===== src/sv/rcl_pkg.sv =====
package rcl_pkg;

   localparam int MAX_ENTRIES_DEF = 256;
   localparam int FIELD_W         = 9;
   localparam int DATA_W          = 16;
   localparam int SIZE_RESET      = 256;
   localparam int GROUP_SIZE      = 16;

   // control broadcast to every cell of the chain
   typedef struct packed {
      logic load_init;
      logic shift_en;
   } cell_ctl_type;

endpackage


===== src/sv/rcl_cell.sv =====
module rcl_cell #(
   parameter int INDEX = 0,
   parameter int VAL_W = 9,
   parameter int CMP_W = 10
) (
   input  logic                 clock,
   input  rcl_pkg::cell_ctl_type ctl,
   input  logic [CMP_W-1:0]     idx,
   input  logic [CMP_W-1:0]     last,
   input  logic [VAL_W-1:0]     next_val,
   input  logic [VAL_W-1:0]     picked,
   output logic [VAL_W-1:0]     val,
   output logic [VAL_W-1:0]     hit_val
);
   import rcl_pkg::*;

   localparam logic [CMP_W-1:0] MY_POS  = CMP_W'(INDEX);
   localparam logic [VAL_W-1:0] INIT_VAL = VAL_W'(INDEX + 1);

   logic [VAL_W-1:0] val_ff;
   logic [VAL_W-1:0] val_in;

   assign val     = val_ff;
   assign hit_val = (MY_POS == idx) ? val_ff : '0;

   always_comb begin
      val_in = val_ff;
      if (ctl.load_init) begin
         val_in = INIT_VAL;
      end else if (ctl.shift_en) begin
         if (MY_POS == last) begin
            val_in = picked;
         end else if ((MY_POS >= idx) && (MY_POS < last)) begin
            val_in = next_val;
         end
      end
   end

   always_ff @(posedge clock) begin
      val_ff <= val_in;
   end

endmodule


===== config.mk =====
export PLATFORM = sky130hd
export DESIGN_NAME = rcl_cell
export DESIGN_NICKNAME = d
export VERILOG_FILES = /design/src/sv/rcl_pkg.sv /design/src/sv/rcl_cell.sv
export SDC_FILE = /design/constraint.sdc
export NUM_CORES = 1
export LEC_CHECK = 0
export ABC_AREA = 1
export BUFFER_PORTS_ARGS = -buffer_cell sky130_fd_sc_hd__buf_2
export CAP_MARGIN = 15
export CORE_MARGIN = 10
export CORE_UTILIZATION = 35
export CTS_CLUSTER_SIZE = 28
export DETAILED_ROUTE_END_ITERATION = 16
export PLACE_DENSITY = 0.79
export RECOVER_POWER = 100
export REMOVE_ABC_BUFFERS = 1
export SLEW_MARGIN = 20
export SYNTH_ARGS = -nofsm -noshare
export SYNTH_HDL_FRONTEND = slang
export SYNTH_SLANG_ARGS = --single-unit

===== constraint.sdc =====
create_clock -name clock -period 1.8 [get_ports clock]
set_input_delay 0.45 -clock clock [delete_from_list [all_inputs] [get_ports clock]]
set_output_delay 0.45 -clock clock [all_outputs]
set_load 0.05 [all_outputs]

==> results of run 1 <==
## repair_timing
item / in CTS / in global routing
endpoints found under the setup margin: 9 / 9
resized for setup: 10 / 21
pin swaps: 0 / 1
## synthesized netlist by cell type
| master | count |
|---|---|
| dfxtp_1 | 9 |
| inv_1 | 10 |
| nor2_2 | 4 |
| and2_1 | 1 |
| nand2_4 | 4 |
| buf_6 | 1 |
| nand3_1 | 3 |
| clkinv_1 | 1 |
| nand2_2 | 1 |
| nor2_1 | 32 |
| or2_4 | 1 |
| nand2_1 | 46 |
| inv_2 | 1 |
| nor2_4 | 1 |
## final cells by class
class                           instances  area share (%)
Multi-Input combinational cell         93            41.5
Timing Repair Buffer                   59            32.2
Sequential cell                         9            16.7
Inverter                               12            4.19
Tap cell                               25            2.91
Clock buffer                            4            2.44
## how the worst min path moves through the flow
stage	start	end	slack [ns]	depth (start not counted)
floorplan	ctl[0]	val[0]	0.59	2
global placement	val[0]	val[0]	0.48	2
detailed placement	val[0]	val[0]	0.49	2
CTS	ctl[0]	val[0]	0.47	3
global route	ctl[0]	val[0]	0.46	3
finish	ctl[0]	val[0]	0.45	3
## placed cells by master (no fill, tap or decap), types with 2 or more instances in the layout
| master | instances |
|---|---|
| inv_1 | 10 |
| dfxtp_1 | 9 |
| nand3_1 | 3 |
| buf_2 | 40 |
| nor2_4 | 3 |
| nand2_4 | 2 |
| nand2_2 | 2 |
| nand2_1 | 46 |
| nor2_1 | 23 |
| clkbuf_4 | 3 |
| clkbuf_1 | 10 |
| buf_6 | 8 |
| nor2_2 | 11 |
## logic make-up after synthesis
| kind of cell | count (synthesis) |
|---|---|
| buffers and inverters | 13 |
| and+or+nand+nor | 93 |
| DFF | 9 |
## power groups by stage
| stage | Sequential, uW | Combinational [uW] | Clock (uW) |
|---|---|---|---|
| 4_1_cts | 199 | 70.5 | 164 |
| 2_1_floorplan | 205 | 23.2 | 0 |
| 3_3_place_gp | 204 | 67.7 | 0 |
| 5_1_grt | 199 | 77.4 | 175 |
| 6_report | 199 | 70.8 | 159 |
| 3_5_place_dp | 204 | 70.1 | 0 |
## per-layer routing
layer	wire length (um)	vias up	track usage (%)
met1	905	381	9.88
met4	0	0	0.838
met5	0	-	0
met2	1320	29	22.1
met3	227	0	6.99
li1	-	460	-
## critical path, cell delays in order
cell,delay (ns)
buf_2,0.10
or2_4,0.25
nor2_4,0.13
nand2_8,0.12
nor2_2,0.12
buf_6,0.17
## stage by stage
| stage | setup WS (ns) | utilization (%) |
|---|---|---|
| floorplan | -0.204 | - |
| global placement | -0.0163 | 55.3 |
| detailed placement | -0.0601 | 55.3 |
| CTS | -0.000425 | 58.3 |
| global route | -0.0551 | 61.6 |
| finish | 0.00895 | 61.6 |
==> impl_metrics.py, run 1 <==
metrics = {
    "outcome": {
        "outcome": "finished clean",
    },
    "clock_network": {
        "root_buffer": "clkbuf_4",
        "cts-hold-fix-buffers": 0,
        "tritoncts": "built",
        "htreeDepth": 1,
        "clockBufferDepth": 2,
        "cts_sinks": 9,
        "numCtsBuffers": 3,
        "clk_latency_ns": 0.26,
        "clkTransAtPathRegs_ns": 0.07,
        "cts_setup_buffers": 0,
    },
    "place": {
        "placed_area_um2": 965,
        "gp_congestion": 0.635,
        "dp_cells": 198,
        "dp_hpwl_um": 1940,
        "port_buffers": 58,
    },
    "global_routing": {
        "antenna_found_initial": 0,
        "grt_pass1_wl_um": 3740,
        "grt_usage_pct": 11.3,
        "grt_pass1_vias": 882,
        "grt_remaining_overflow": 0,
        "grt_max_degree": 18,
    },
    "cells_and_area": {
        "fin_nets": 219,
        "layoutNonFillerInstCount": 202,
        "antennaDiodeCount": 0,
        "seqCellArea_um2": 180,
        "fill_cells": 183,
        "layout-drive-gt1-share_pct": 41.8,
        "largest_reg_flops": 9,
        "multi_input_area_um2": 447,
        "post-route-cell-area_um2": 1080,
        "area_growth_pct": 66.3,
    },
    "logic_synthesis": {
        "yosys-top-cells-area": "dfxtp_1 28%, nand2_1 27%, nor2_1 19%",
        "synth_compound_area_share_pct": 0,
        "synth_cell_types": 14,
        "synth_top_area_cell": "dfxtp_1",
        "syn_area_per_cell_um2": 5.62,
        "synth_top_family_by_area": "simple AND/OR/NAND/NOR gates",
        "ys_seq_area_share_pct": 27.9,
        "synth_top_area_share_pct": 27.9,
        "yosys.area_share.adder_pct": 0,
        "syn-cell-area_um2": 647,
        "synthXorXnorAreaFrac_pct": 0,
        "yosysWarnings": 0,
        "ys_ff_latch": 9,
        "synth_cells": 115,
        "synthSimpleGateAreaFrac_pct": 63.4,
        "synth_mux_area_share_pct": 0,
    },
    "routing": {
        "postRouteAntennaNets": 0,
        "drc": 0,
        "vias": 870,
        "first_pass_iters": 4,
        "drt-initial-drc-count": 24,
        "drt-total-wl_um": 2460,
        "avgViaCountPerCell": 4.31,
        "drt-wirelength-per-cell_um": 12.2,
    },
    "worst_setup_path": {
        "worst-setup-path-type": "primary input to primary output",
        "reg2reg_to": "val[7]",
        "crit_path_end": "hit_val[5]",
        "worst_setup_path_start_kind": "primary input",
        "r2r-start": "val[7]",
        "worstPathRequired_ns": 1.35,
        "cp.arrival_ns": 1.34,
        "worst_r2r_path_depth": 4,
        "startpoint": "idx[1]",
        "path_max_fanout": 10,
        "worst_setup_path_end_kind": "primary output",
        "rrSetupSlack_ns": 1.10,
    },
    "floorplan": {
        "start_util_pct": 37.1,
        "num_rows": 15,
        "io_pins": 59,
        "chipWidth_um": 63.0,
        "die_area_um2": 3970,
        "fp.dieH_um": 63.0,
        "core_um2": 1750,
    },
    "sta": {
        "clock_skew_ns": 0,
        "period_share_pct": 99.5,
        "fmax_mhz": 558,
        "holdWs_ns": 0.455,
        "period_needed_ns": 1.79,
        "rsz0062_at_grt": "yes",
        "relSlewSlack_pct": 59.3,
        "hold_viol": 0,
        "fin_tns_setup_ns": 0,
        "worst-slew-pin-transition_ns": 0.613,
        "slew_viol_final": 0,
        "setup_viol": 0,
    },
    "pwr": {
        "p_per_area_nw_per_um2": 399,
        "power.switching_uw": 104,
        "internal-power_uw": 325,
        "leakage_uw": 0.000601,
        "p_sw_share_pct": 24.3,
        "p_clk_share_pct": 37.0,
        "combPwrFrac_pct": 16.5,
        "seqPwrFrac_pct": 46.5,
        "p_total_uw": 429,
        "irDropWorstVdd_mv": 0.247,
    },
    "hold_path": {
        "min-delay-path-class": "primary input to flip-flop",
    },
    "run": {
        "maxCapViolCount": 0,
    },
}
Power figures use the tool's default switching activity.
==> run 2, diff against run 1 <==
--- a/config.mk
+++ b/config.mk
@@ -8,11 +8,14 @@
 export ABC_AREA = 1
 export BUFFER_PORTS_ARGS = -buffer_cell sky130_fd_sc_hd__buf_2
 export CAP_MARGIN = 15
+export CELL_PAD_IN_SITES_DETAIL_PLACEMENT = 0
+export CELL_PAD_IN_SITES_GLOBAL_PLACEMENT = 1
+export CORE_ASPECT_RATIO = 0.7
 export CORE_MARGIN = 10
-export CORE_UTILIZATION = 35
+export CORE_UTILIZATION = 21
 export CTS_CLUSTER_SIZE = 28
 export DETAILED_ROUTE_END_ITERATION = 16
-export PLACE_DENSITY = 0.79
+export PLACE_DENSITY = 0.8
 export RECOVER_POWER = 100
 export REMOVE_ABC_BUFFERS = 1
 export SLEW_MARGIN = 20
==> run 2 against run 1 <==
  * Global-route usage fell by 3.0 points
  * Worst hold slack gained 0.039 ns
  * Flip-flop and latch count unchanged
  * Final area shrank 1.6%
  * Cell count up 5.4%
  * Die area increased by 45%
  * Setup slack improved by 0.0025 ns
  * Combinational power down 2%
  * Via count decreased by 1.1%
  * Routed wire length increased by 0.90%
  * Critical path type unchanged
  * Sequential share of layout area increased by 0.28 points
==> impl_metrics.py, run 2 (synthesis gave the netlist of run 1 again) <==
metrics = {
    "worst_setup_path": {
        "cp.depth": 6,
        "startpoint": "idx[1]",
        "worst-setup-path-type": "primary input to primary output",
        "critPathSlowestCell": "or2_4",
        "cp_top_family": "simple AND/OR/NAND/NOR gates",
        "cp_slowest_stage_delay_ns": 0.25,
        "worst_setup_path_end_kind": "primary output",
        "worst_r2r_path_depth": 4,
        "rrSetupSlack_ns": 1.14,
        "worst_setup_path_start_kind": "primary input",
        "crit_chain": "buf_2 > or2_4 > nor2_4 > nand2_4 > nor2_1 > buf_6",
        "crit_buf_inv": 2,
        "reg2reg_to": "val[2]",
        "r2r-start": "val[2]",
        "crit_path_end": "hit_val[4]",
        "path_max_fanout": 10,
        "cp.arrival_ns": 1.34,
        "worstPathRequired_ns": 1.35,
    },
    "sta": {
        "clock_skew_ns": 0,
        "period_share_pct": 99.4,
        "fmax_mhz": 559,
        "period_needed_ns": 1.79,
        "slew_viol_final": 0,
        "holdWs_ns": 0.493,
        "worst-slew-pin-transition_ns": 0.643,
        "fin_tns_setup_ns": 0,
        "relSlewSlack_pct": 57.3,
        "setup_ws_ns": 0.0115,
        "rsz0062_at_grt": "yes",
        "hold_viol": 0,
        "setup_viol": 0,
    },
    "global_routing": {
        "grt_pass1_vias": 888,
        "grt_remaining_overflow": 0,
        "antenna_found_initial": 0,
        "grt_usage_pct": 8.34,
        "grt_pass1_wl_um": 3920,
        "grt_max_degree": 18,
    },
    "hold_path": {
        "min-delay-path-class": "primary input to flip-flop",
    },
    "routing": {
        "postRouteAntennaNets": 0,
        "drt-total-wl_um": 2480,
        "drc": 0,
        "drt-initial-drc-count": 30,
        "vias": 860,
        "first_pass_iters": 4,
        "drt-wirelength-per-cell_um": 11.6,
        "avgViaCountPerCell": 4.04,
    },
    "floorplan": {
        "io_pins": 59,
        "fp.dieH_um": 66.4,
        "chipWidth_um": 86.3,
        "start_util_pct": 22.6,
        "die_area_um2": 5740,
        "core_um2": 2860,
        "num_rows": 16,
    },
    "cells_and_area": {
        "largest_reg_flops": 9,
        "fill_cells": 319,
        "antennaDiodeCount": 0,
        "fin_nets": 219,
        "final_common_cell": "nand2_1",
        "area_growth_pct": 63.6,
        "layout-drive-gt1-share_pct": 36.7,
        "layoutNonFillerInstCount": 213,
        "mostFrequentLayoutCells": "47 x nand2_1, 40 x buf_2, 31 x nor2_1",
    },
    "clock_network": {
        "numCtsBuffers": 3,
        "cts_sinks": 9,
        "cts.repair.resized": 11,
        "cts_setup_buffers": 0,
        "root_buffer": "clkbuf_8",
        "clkTransAtPathRegs_ns": 0.04,
        "htreeDepth": 1,
        "clk_latency_ns": 0.23,
        "cts-hold-fix-buffers": 0,
        "tritoncts": "built",
        "clockBufferDepth": 2,
    },
    "pwr": {
        "p_per_area_nw_per_um2": 476,
        "leakage_uw": 0.000623,
        "p_total_uw": 504,
        "irDropWorstVdd_mv": 0.282,
    },
    "run": {
        "maxCapViolCount": 0,
    },
    "outcome": {
        "outcome": "finished clean",
    },
    "place": {
        "gp_congestion": 0.759,
        "post-place-ws_ns": -0.0598,
        "port_buffers": 58,
        "dp_hpwl_um": 2110,
        "dp_cells": 209,
    },
}
-- run 2: worst min path at each step --
| stage | startpoint | to | slack, ns | cells past startpoint |
|---|---|---|---|---|
| after floorplan | ctl[0] | val[0] | 0.59 | 2 |
| after global placement | val[0] | val[0] | 0.49 | 2 |
| after detailed placement | val[0] | val[0] | 0.50 | 2 |
| after CTS | val[0] | val[0] | 0.51 | 2 |
| after global routing | ctl[0] | val[0] | 0.51 | 3 |
| final | ctl[0] | val[0] | 0.49 | 3 |
-- run 2: per-stage QoR --
step	instance area, um^2	util [%]
floorplan	636	-
global placement	978	34.2
detailed placement	978	34.2
CTS	1050	36.8
global route	1060	37.0
finish	1060	37.0
-- run 2: worst register-to-register path: cells and delay by family (launching register included) --
kind / cells / cell delay, ns
flops: 1 / 0.31
simple gates: 3 / 0.17
buf+inv: 1 / 0.07
-- run 2: report_power, final --
part	internal, uW	switching, uW
logic	39.9	29.3
clock network	154	80.0
registers	200	0.140
total	395	109
-- run 2: final cells by class --
cell class / instances / area, um^2 / area share [%]
Clock buffer: 4 / 45.0 / 4.26
Inverter: 12 / 45.0 / 4.26
Multi-Input combinational cell: 93 / 400 / 37.8
Sequential cell: 9 / 180 / 17.0
Tap cell: 36 / 45.0 / 4.26
Timing Repair Buffer: 59 / 343 / 32.4
-- run 2: metal layers --
| metal | global-route usage (%) | part of all wire, % | vias up |
|---|---|---|---|
| met5 | 0 | 0 | - |
| met4 | 0.605 | 0 | 0 |
| met2 | 15.3 | 49 | 32 |
| li1 | - | - | 459 |
| met1 | 7.64 | 37 | 369 |
| met3 | 6.16 | 15 | 0 |
